--- src/sv/per_key_sliding_window_rate_limiter_macros.svh ---
// Assertion macros for the per-key sliding-window rate limiter.
// No dependencies; included by files that carry concurrent assertions.
`ifndef PER_KEY_SLIDING_WINDOW_RATE_LIMITER_MACROS_SVH
`define PER_KEY_SLIDING_WINDOW_RATE_LIMITER_MACROS_SVH
`ifndef SYNTH
// Same-cycle implication, sampled on the rising edge, off during reset.
`define PKSWRL_ASSERT_NOW(name, clk, rst, ante, cons, msg) \
  name: assert property (@(posedge clk) disable iff (rst) (ante) |-> (cons)) else $error(msg);
// Next-cycle implication, sampled on the rising edge, off during reset.
`define PKSWRL_ASSERT_NEXT(name, clk, rst, ante, cons, msg) \
  name: assert property (@(posedge clk) disable iff (rst) (ante) |=> (cons)) else $error(msg);
`else
`define PKSWRL_ASSERT_NOW(name, clk, rst, ante, cons, msg)
`define PKSWRL_ASSERT_NEXT(name, clk, rst, ante, cons, msg)
`endif
`endif

--- src/sv/pkswrl_pkg.sv ---
// Shared constants, types and control structs of the rate limiter.
// No dependencies; imported by the controller, the datapath and the top level.
package pkswrl_pkg;

  localparam int SLOTS             = 8;
  localparam int EVENTS_PER_WINDOW = 2;

  localparam int KEY_W  = 64;
  localparam int TIME_W = 32;
  localparam int WIN_W  = 17;
  localparam int SLOT_W = (SLOTS > 1) ? $clog2(SLOTS) : 1;
  localparam int PTR_W  = (EVENTS_PER_WINDOW > 1) ? $clog2(EVENTS_PER_WINDOW) : 1;
  localparam int CNT_W  = $clog2(EVENTS_PER_WINDOW + 1);

  // Result field widths and packed stream widths
  localparam int OUT_SLOT_W = 3;
  localparam int OUT_CNT_W  = 2;
  localparam int IN_DATA_W  = 96;
  localparam int OUT_DATA_W = 8;

  localparam logic [WIN_W-1:0]  WINDOW_RESET = WIN_W'(120);
  localparam logic [TIME_W-1:0] STAMP_MAX    = {TIME_W{1'b1}};

  typedef enum logic [3:0] {
    ST_IDLE   = 4'b0001,
    ST_MATCH  = 4'b0010,
    ST_SCAN   = 4'b0100,
    ST_UPDATE = 4'b1000
  } state_t;

  // Commands from the controller to the datapath
  typedef struct packed {
    logic load_in;
    logic match;
    logic scan;
    logic commit;
  } dp_cmd_t;

  // Status from the datapath to the controller
  typedef struct packed {
    logic need_scan;
    logic scan_last;
    logic out_free;
  } dp_stat_t;

endpackage

--- src/sv/pkswrl_ctrl.sv ---
// Controller state machine of the rate limiter: sequences lookup, victim scan and update.
// Depends on pkswrl_pkg.
module pkswrl_ctrl import pkswrl_pkg::*; (
  input  logic     clk,
  input  logic     rst,
  input  logic     s_axis_tvalid,
  output logic     s_axis_tready,
  input  dp_stat_t stat,
  output dp_cmd_t  cmd
);

  state_t state, state_next;

  // Hold the state
  always_ff @(posedge clk) begin
    if (rst) begin
      state <= ST_IDLE;
    end else begin
      state <= state_next;
    end
  end

  // Advance through lookup, optional scan and update
  always_comb begin
    state_next = state;
    case (state)
      ST_IDLE: begin
        if (s_axis_tvalid) state_next = ST_MATCH;
      end
      ST_MATCH: begin
        state_next = stat.need_scan ? ST_SCAN : ST_UPDATE;
      end
      ST_SCAN: begin
        if (stat.scan_last) state_next = ST_UPDATE;
      end
      ST_UPDATE: begin
        if (stat.out_free) state_next = ST_IDLE;
      end
      default: state_next = ST_IDLE;
    endcase
  end

  assign s_axis_tready = (state == ST_IDLE);

  // Drive datapath commands
  always_comb begin
    cmd.load_in = (state == ST_IDLE) && s_axis_tvalid;
    cmd.match   = (state == ST_MATCH);
    cmd.scan    = (state == ST_SCAN);
    cmd.commit  = (state == ST_UPDATE) && stat.out_free;
  end

endmodule

--- src/sv/pkswrl_dp.sv ---
// Datapath of the rate limiter: slot table, key match, victim scan, window count, result register.
// Depends on pkswrl_pkg.
module pkswrl_dp import pkswrl_pkg::*; (
  input  logic                  clk,
  input  logic                  rst,
  input  dp_cmd_t               cmd,
  output dp_stat_t              stat,
  input  logic                  cfg_valid,
  output logic                  cfg_ready,
  input  logic [WIN_W-1:0]      cfg_data,
  input  logic [IN_DATA_W-1:0]  s_axis_tdata,
  output logic                  m_axis_tvalid,
  input  logic                  m_axis_tready,
  output logic [OUT_DATA_W-1:0] m_axis_tdata
);

  logic [WIN_W-1:0]  window;
  logic [SLOTS-1:0]  slot_valid;
  logic [KEY_W-1:0]  slot_key [SLOTS];
  logic [TIME_W-1:0] slot_stamps [SLOTS][EVENTS_PER_WINDOW];
  logic [PTR_W-1:0]  slot_ring_pointer [SLOTS];

  logic [KEY_W-1:0]  in_key;
  logic [TIME_W-1:0] in_now;

  logic              hit;
  logic [SLOT_W-1:0] hit_idx;
  logic              free;
  logic [SLOT_W-1:0] free_idx;
  logic [SLOT_W-1:0] scan_idx;
  logic [TIME_W-1:0] best;
  logic [SLOT_W-1:0] best_idx;

  logic [SLOTS-1:0]  hit_vec;
  logic [SLOT_W-1:0] hit_first;
  logic [SLOT_W-1:0] free_first;

  logic [SLOT_W-1:0] sel;
  logic [SLOT_W-1:0] rd_idx;
  logic              claim;
  logic [TIME_W-1:0] row_min;
  logic [TIME_W-1:0] cur_stamp [EVENTS_PER_WINDOW];
  logic [PTR_W-1:0]  cur_ptr;
  logic [PTR_W-1:0]  next_ptr;
  logic [EVENTS_PER_WINDOW-1:0] recent;
  logic [CNT_W-1:0]  count;
  logic              limited;
  logic [TIME_W-1:0] win_ext;

  assign cfg_ready = 1'b1;
  assign win_ext   = {{(TIME_W-WIN_W){1'b0}}, window};

  // Window register
  always_ff @(posedge clk) begin
    if (rst) begin
      window <= WINDOW_RESET;
    end else if (cfg_valid) begin
      window <= cfg_data;
    end
  end

  // Capture the request beat
  always_ff @(posedge clk) begin
    if (cmd.load_in) begin
      in_key <= s_axis_tdata[KEY_W-1:0];
      in_now <= s_axis_tdata[KEY_W+TIME_W-1:KEY_W];
    end
  end

  // Compare the key against every slot, pick the lowest hit and the lowest free slot
  always_comb begin
    hit_first  = '0;
    free_first = '0;
    for (int i = SLOTS - 1; i >= 0; i--) begin
      hit_vec[i] = slot_valid[i] && (slot_key[i] == in_key);
      if (hit_vec[i]) hit_first = SLOT_W'(i);
      if (!slot_valid[i]) free_first = SLOT_W'(i);
    end
  end

  assign stat.need_scan = !(|hit_vec) && (&slot_valid);
  assign stat.scan_last = (scan_idx == SLOT_W'(SLOTS - 1));
  assign stat.out_free  = !m_axis_tvalid || m_axis_tready;

  // Serving slot and one shared row read for scan and update
  assign sel    = hit ? hit_idx : (free ? free_idx : best_idx);
  assign claim  = !hit;
  assign rd_idx = cmd.scan ? scan_idx : sel;

  // Least stamp of the row under scan
  always_comb begin
    row_min = slot_stamps[rd_idx][0];
    for (int j = 1; j < EVENTS_PER_WINDOW; j++) begin
      if (slot_stamps[rd_idx][j] < row_min) row_min = slot_stamps[rd_idx][j];
    end
  end

  // Latch lookup results, then walk the slots keeping the least stamp
  always_ff @(posedge clk) begin
    if (cmd.match) begin
      hit      <= |hit_vec;
      hit_idx  <= hit_first;
      free     <= !(&slot_valid);
      free_idx <= free_first;
      scan_idx <= '0;
      best     <= STAMP_MAX;
      best_idx <= '0;
    end else if (cmd.scan) begin
      scan_idx <= scan_idx + SLOT_W'(1);
      if (row_min < best) begin
        best     <= row_min;
        best_idx <= scan_idx;
      end
    end
  end

  // Count recent stamps of the serving slot; a claimed slot starts empty
  always_comb begin
    for (int j = 0; j < EVENTS_PER_WINDOW; j++) begin
      cur_stamp[j] = claim ? '0 : slot_stamps[rd_idx][j];
      recent[j]    = (cur_stamp[j] != '0) && ((in_now - cur_stamp[j]) < win_ext);
    end
    cur_ptr  = claim ? '0 : slot_ring_pointer[rd_idx];
    next_ptr = (cur_ptr == PTR_W'(EVENTS_PER_WINDOW - 1)) ? '0 : cur_ptr + PTR_W'(1);
    count    = CNT_W'($countones(recent));
    limited  = (count >= CNT_W'(EVENTS_PER_WINDOW));
  end

  // Slot valid bits
  always_ff @(posedge clk) begin
    if (rst) begin
      slot_valid <= '0;
    end else if (cmd.commit && claim) begin
      slot_valid[sel] <= 1'b1;
    end
  end

  // Update key, stamps and ring pointer of the serving slot
  always_ff @(posedge clk) begin
    if (cmd.commit) begin
      if (claim) slot_key[sel] <= in_key;
      for (int j = 0; j < EVENTS_PER_WINDOW; j++) begin
        if (!limited && (cur_ptr == PTR_W'(j))) begin
          slot_stamps[sel][j] <= in_now;
        end else if (claim) begin
          slot_stamps[sel][j] <= '0;
        end
      end
      slot_ring_pointer[sel] <= limited ? cur_ptr : next_ptr;
    end
  end

  // Result register: load on commit, drop when the beat is taken
  always_ff @(posedge clk) begin
    if (rst) begin
      m_axis_tvalid <= 1'b0;
    end else if (cmd.commit) begin
      m_axis_tvalid <= 1'b1;
    end else if (m_axis_tready) begin
      m_axis_tvalid <= 1'b0;
    end
  end

  always_ff @(posedge clk) begin
    if (cmd.commit) begin
      m_axis_tdata <= {1'b0, OUT_CNT_W'(count), claim, OUT_SLOT_W'(sel), limited};
    end
  end

endmodule

--- src/sv/per_key_sliding_window_rate_limiter.sv ---
// Per-key sliding-window rate limiter: top level joining controller and datapath.
// Request and result channels are stream beats; window_seconds is written on the cfg channel.
// Depends on pkswrl_pkg, pkswrl_ctrl, pkswrl_dp and the assertion macro header.
//
// Each request beat carries a 64-bit key and the time in seconds. The key is looked up
// in an 8-slot table; a miss claims the first free slot or, with the table full, evicts
// the slot whose least stamp is smallest. The request is refused when the slot already
// holds EVENTS_PER_WINDOW stamps younger than the window; otherwise it is recorded.
// An accepted request passes the match state, the scan state only when a victim must
// be found, and the update state, which loads the result register; the victim scan reads
// one slot row per cycle. One request is in flight at a time. The request side is ready
// again as soon as the result is in the output register; a stalled receiver holds the
// result there and only blocks the next update.
// cfg_ready is always high; write the window only while no request is in flight.
// Reset (rst, synchronous) empties the table and sets the window to 120 seconds; no
// clearing pass is needed.
`include "per_key_sliding_window_rate_limiter_macros.svh"
module per_key_sliding_window_rate_limiter import pkswrl_pkg::*; (
  input  logic                  clk,
  input  logic                  rst,
  input  logic                  cfg_valid,
  output logic                  cfg_ready,
  input  logic [WIN_W-1:0]      cfg_data,       // window_seconds
  input  logic                  s_axis_tvalid,
  output logic                  s_axis_tready,
  input  logic [IN_DATA_W-1:0]  s_axis_tdata,   // [63:0] chat_key, [95:64] now_seconds
  output logic                  m_axis_tvalid,
  input  logic                  m_axis_tready,
  output logic [OUT_DATA_W-1:0] m_axis_tdata    // [0] limited, [3:1] slot_index,
                                                // [4] slot_claimed, [6:5] recent_count, [7] zero
);

  dp_cmd_t  cmd;
  dp_stat_t stat;

  pkswrl_ctrl u_ctrl (
    .clk           (clk),
    .rst           (rst),
    .s_axis_tvalid (s_axis_tvalid),
    .s_axis_tready (s_axis_tready),
    .stat          (stat),
    .cmd           (cmd)
  );

  pkswrl_dp u_dp (
    .clk           (clk),
    .rst           (rst),
    .cmd           (cmd),
    .stat          (stat),
    .cfg_valid     (cfg_valid),
    .cfg_ready     (cfg_ready),
    .cfg_data      (cfg_data),
    .s_axis_tdata  (s_axis_tdata),
    .m_axis_tvalid (m_axis_tvalid),
    .m_axis_tready (m_axis_tready),
    .m_axis_tdata  (m_axis_tdata)
  );

  // One request in flight: accepting a beat closes the request side
  `PKSWRL_ASSERT_NEXT(a_one_in_flight, clk, rst, s_axis_tvalid && s_axis_tready, !s_axis_tready, "request accepted while busy")
  // A new result appears only from an update commit
  `PKSWRL_ASSERT_NOW(a_result_from_commit, clk, rst, $rose(m_axis_tvalid), $past(cmd.commit), "result without commit")
  // A refused request saw a full window of recent stamps
  `PKSWRL_ASSERT_NOW(a_limit_count, clk, rst, m_axis_tvalid && m_axis_tdata[0], m_axis_tdata[6:5] == OUT_CNT_W'(EVENTS_PER_WINDOW), "refused below limit")

endmodule
--- config.mk ---
export PLATFORM = sky130hd
export DESIGN_NAME = per_key_sliding_window_rate_limiter
export DESIGN_NICKNAME = d
export VERILOG_FILES = /design/src/sv/pkswrl_pkg.sv /design/src/sv/pkswrl_ctrl.sv /design/src/sv/pkswrl_dp.sv /design/src/sv/per_key_sliding_window_rate_limiter.sv
export VERILOG_INCLUDE_DIRS = /design/src /design/src/sv
export SDC_FILE = /design/constraint.sdc
export NUM_CORES = 2
export LEC_CHECK = 0
export BUFFER_PORTS_ARGS = -buffer_cell sky130_fd_sc_hd__buf_2
export CAP_MARGIN = 20
export CELL_PAD_IN_SITES_DETAIL_PLACEMENT = 0
export CELL_PAD_IN_SITES_GLOBAL_PLACEMENT = 1
export CORE_MARGIN = 1.5
export CORE_UTILIZATION = 30
export DETAILED_ROUTE_END_ITERATION = 10
export GPL_TIMING_DRIVEN = 0
export PLACE_DENSITY_LB_ADDON = 0.15
export SLEW_MARGIN = 10
export SYNTH_ARGS = -nofsm -noshare
export SYNTH_HDL_FRONTEND = slang
export SYNTH_SLANG_ARGS = --single-unit
--- constraint.sdc ---
create_clock -name clk -period 12.7 [get_ports clk]
set_clock_uncertainty 0.2 [all_clocks]
set_input_delay 1.27 -clock clk [delete_from_list [all_inputs] [get_ports clk]]
set_output_delay 1.27 -clock clk [all_outputs]
set_load 0.02 [all_outputs]
==> results.json <==
{
  "wl_per_cell_um": 29.8,
  "grtUsageMet1_pct": 33.4,
  "rows": 156,
  "slew_headroom_pct": 17.8,
  "maxCapViolCount": 0,
  "rsz0062_at_grt": "no",
  "synth_edf_count": 1143,
  "grtUsageTotal_pct": 22.2,
  "num_vias": 36300,
  "via_per_inst": 5.19,
  "synth_area_leader_cell": "edfxtp_1",
  "worstPathArrival_ns": 12.53,
  "postSynthAreaPerCell_um2": 13.2,
  "busiest_layer": "met2",
  "core_area_mm2": 0.181,
  "hpwl_um": 152000,
  "cts_tree": "done",
  "synth-seq-cells": 1211,
  "swShare_pct": 26.2,
  "fin_crit_ns": 12.20,
  "netlist_top_cells_area": "edfxtp_1 (63%), ha_1 (3.8%), xor2_1 (3.8%), xnor2_1 (3.3%), nand2_1 (3.1%)",
  "postSynth.topFlopCell": "edfxtp_1",
  "place.gp.congestion": 0.882,
  "regArea_mm2": 0.0357,
  "cp_num_buf_inv": 11,
  "internal_power_mw": 6.96,
  "grt_max_degree": 76,
  "dr.pass1.iters": 5,
  "final.period_utilization_pct": 96.0,
  "clkPwrFrac_pct": 40.7,
  "synthArstFlopShare_pct": 0,
  "fmax_ghz": 0.0820,
  "dieHeight_um": 430,
  "cts_buffers": 140,
  "multi_input_area_mm2": 0.0179,
  "synthesis.area_mm2": 0.0548,
  "dieArea_mm2": 0.185,
  "p_sw_mw": 2.48,
  "insertion_delay_ns": 0.80,
  "yosysWarnings": 0,
  "leakagePower_nw": 22.8,
  "critPathCaptureType": "flop",
  "setup-violations-final": 0,
  "hold_buffers": 0,
  "fillCellCount": 17800,
  "drt_iter0_drc": 3955,
  "overflow": 0,
  "status": "finished, final reports clean",
  "path_max_fanout": 19,
  "seq_power_share_pct": 48.3,
  "synth_cell_types": 84,
  "crit_family": "compound AO/OA/AOI/OAI gates",
  "layout-drive-gt1-share_pct": 13.0,
  "start_util_pct": 30.3,
  "synthToLayoutAreaGrowth_pct": 17.6,
  "nets": 4800,
  "antenna_found_initial": 32,
  "ant_nets": 0,
  "path_class": "reg2reg",
  "die_x_um": 430,
  "first_global_vias": 34900,
  "syn_nets": 4427,
  "fin_area_mm2": 0.0644,
  "synthCells": 4141,
  "clock-sinks": 1211,
  "worst_pin_slew_ns": 1.22,
  "worstPathRequired_ns": 13.04,
  "h-tree-depth": 4,
  "postPlaceCellArea_mm2": 0.0599,
  "max_stage_delay_ns": 0.67,
  "ys_seq_area_share_pct": 65.1,
  "grt_pass1_wl_um": 285000,
  "whs_ns": 0.296,
  "finalWirelength_um": 208000,
  "synth_top_area_share_pct": 62.6,
  "cp-start-kind": "flop",
  "combPwrFrac_pct": 11.0,
  "path_clk_slew_ns": 0.06,
  "cp_slowest_cell": "a2111oi_2",
  "ios": 129,
  "grt_util_met3_pct": 2.99,
  "slew_viol_final": 0,
  "hold_viol_final": 0,
  "ir_worst_vdd_uv": 133,
  "worstHoldPathType": "reg2reg",
  "remaining_drc_errors": 0,
  "io_buffers": 125,
  "ctsRootBufferMaster": "clkbuf_16",
  "clockBufferDepth": 3,
  "met2_usage_pct": 34.0,
  "power.density_mw_per_mm2": 146
}
-- path summary, 6_finish.rpt --
path	start	to	slack, ns	cells after the start
setup / recovery	u_dp.hit	u_dp.slot_stamps[0][22]	0.50	39
hold / removal	u_dp.window[10]	u_dp.window[10]	0.30	2
hold reg to reg	u_dp.window[10]	u_dp.window[10]	0.30	2
setup reg to reg	u_dp.hit	u_dp.slot_stamps[0][22]	0.50	39
-- cell usage in the layout, fill, tap and decap left out, types with 141 or more instances in the layout --
master,instances
nand2_1,455
buf_2,149
xnor2_1,209
edfxtp_1,1143
nor2_1,186
clkbuf_16,144
xor2_1,237
inv_1,186
clkbuf_1,162
nand3_1,141
ha_1,165
-- state kept, by name, indices dropped and copies added (netlist names) --
register                flops
u_dp.slot_ring_pointer      8
u_dp.best                  32
u_dp.m_axis_tdata           7
u_dp.slot_valid             8
u_ctrl.state                4
u_dp.in_key                64
u_dp.window                17
u_dp.free                   1
u_dp.m_axis_tvalid          1
u_dp.best_idx               3
u_dp.hit_idx                3
u_dp.hit                    1
u_dp.scan_idx               3
u_dp.slot_key             512
u_dp.in_now                32
u_dp.slot_stamps          512
u_dp.free_idx               3
-- logic make-up (layout without fill, tap and decap cells) --
logic type | Yosys count | in the layout | share of synthesized area (%)
XOR/XNOR | 447 | 447 | 7.16
AND/OR/NAND/NOR | 1223 | 1223 | 10.7
flip-flops | 1211 | 1211 | 65.1
adder cells (fa/ha/maj) | 168 | 168 | 3.86
buffers and inverters | 380 | 863 | 2.66
multiplexers | 132 | 132 | 3.16
other | 2 | 6 | 0.0137
AO/OA/AOI/OAI | 578 | 578 | 7.37
-- Yosys cell counts, types with 79 or more instances --
| cell type | number |
|---|---|
| a21oi_1 | 126 |
| nand2_1 | 455 |
| nor2_1 | 204 |
| o21ai_0 | 79 |
| edfxtp_1 | 1143 |
| ha_1 | 166 |
| clkbuf_1 | 142 |
| nand4_1 | 83 |
| xnor2_1 | 209 |
| xor2_1 | 237 |
| nor4_1 | 96 |
| nand3_1 | 141 |
| inv_1 | 187 |
-- worst reg2reg max path: cells and delay by family (launching register included) --
| family | cells | cell delay, ns |
|---|---|---|
| multiplexers | 1 | 0.23 |
| AO/OA/AOI/OAI | 15 | 4.02 |
| flip-flops | 1 | 0.34 |
| XOR/XNOR | 1 | 0.17 |
| AND/OR/NAND/NOR | 7 | 2.25 |
| adder cells (fa/ha/maj) | 4 | 1.37 |
| buffers and inverters | 11 | 3.37 |
-- final cells by class --
| type | count | area share (%) |
|---|---|---|
| Antenna cell | 4 | 0.0155 |
| Buffer | 181 | 1.19 |
| Clock buffer | 181 | 5.82 |
| Clock inverter | 71 | 0.819 |
| Inverter | 189 | 1.11 |
| Multi-Input combinational cell | 2550 | 27.8 |
| Sequential cell | 1211 | 55.4 |
| Tap cell | 2370 | 4.60 |
| Timing Repair Buffer | 241 | 3.31 |
-- metrics by stage --
stage	TNS, ns	worst slack [ns]	utilization (%)	total power, mW	instances
after floorplan	0	2.99	-	5.21	4141
after global placement	-2608.76	-5.14	32.2	5.66	6636
after detailed placement	-1150.55	-2.26	33.1	5.67	6739
after CTS	0	0.0251	35.6	9.51	6997
after global routing	0	0.00783	35.6	9.76	6994
final	0	0.503	35.6	9.44	6998
-- power by group through the flow --
stage	Combinational, mW	Clock (mW)	Sequential (mW)
after floorplan	0.650	0	4.56
after global placement	1.01	0	4.65
after detailed placement	1.03	0	4.64
after CTS	1.04	3.92	4.56
after global routing	1.14	4.06	4.56
final	1.03	3.84	4.56
-- metal layers --
metal	wire [um]	part of all wire (%)
met1	99100	48
met2	92400	44
met3	13100	6.3
met4	3730	1.8
met5	11	0.0053
-- timing repair --
item                       in CTS  in global routing
hold endpoints to repair        0                  0
setup endpoints to repair     777                465
buffers inserted               11                  0
gates resized for setup        27                 12
pin swaps                       6                  0
No activity file was read; power rests on OpenSTA's default activity.
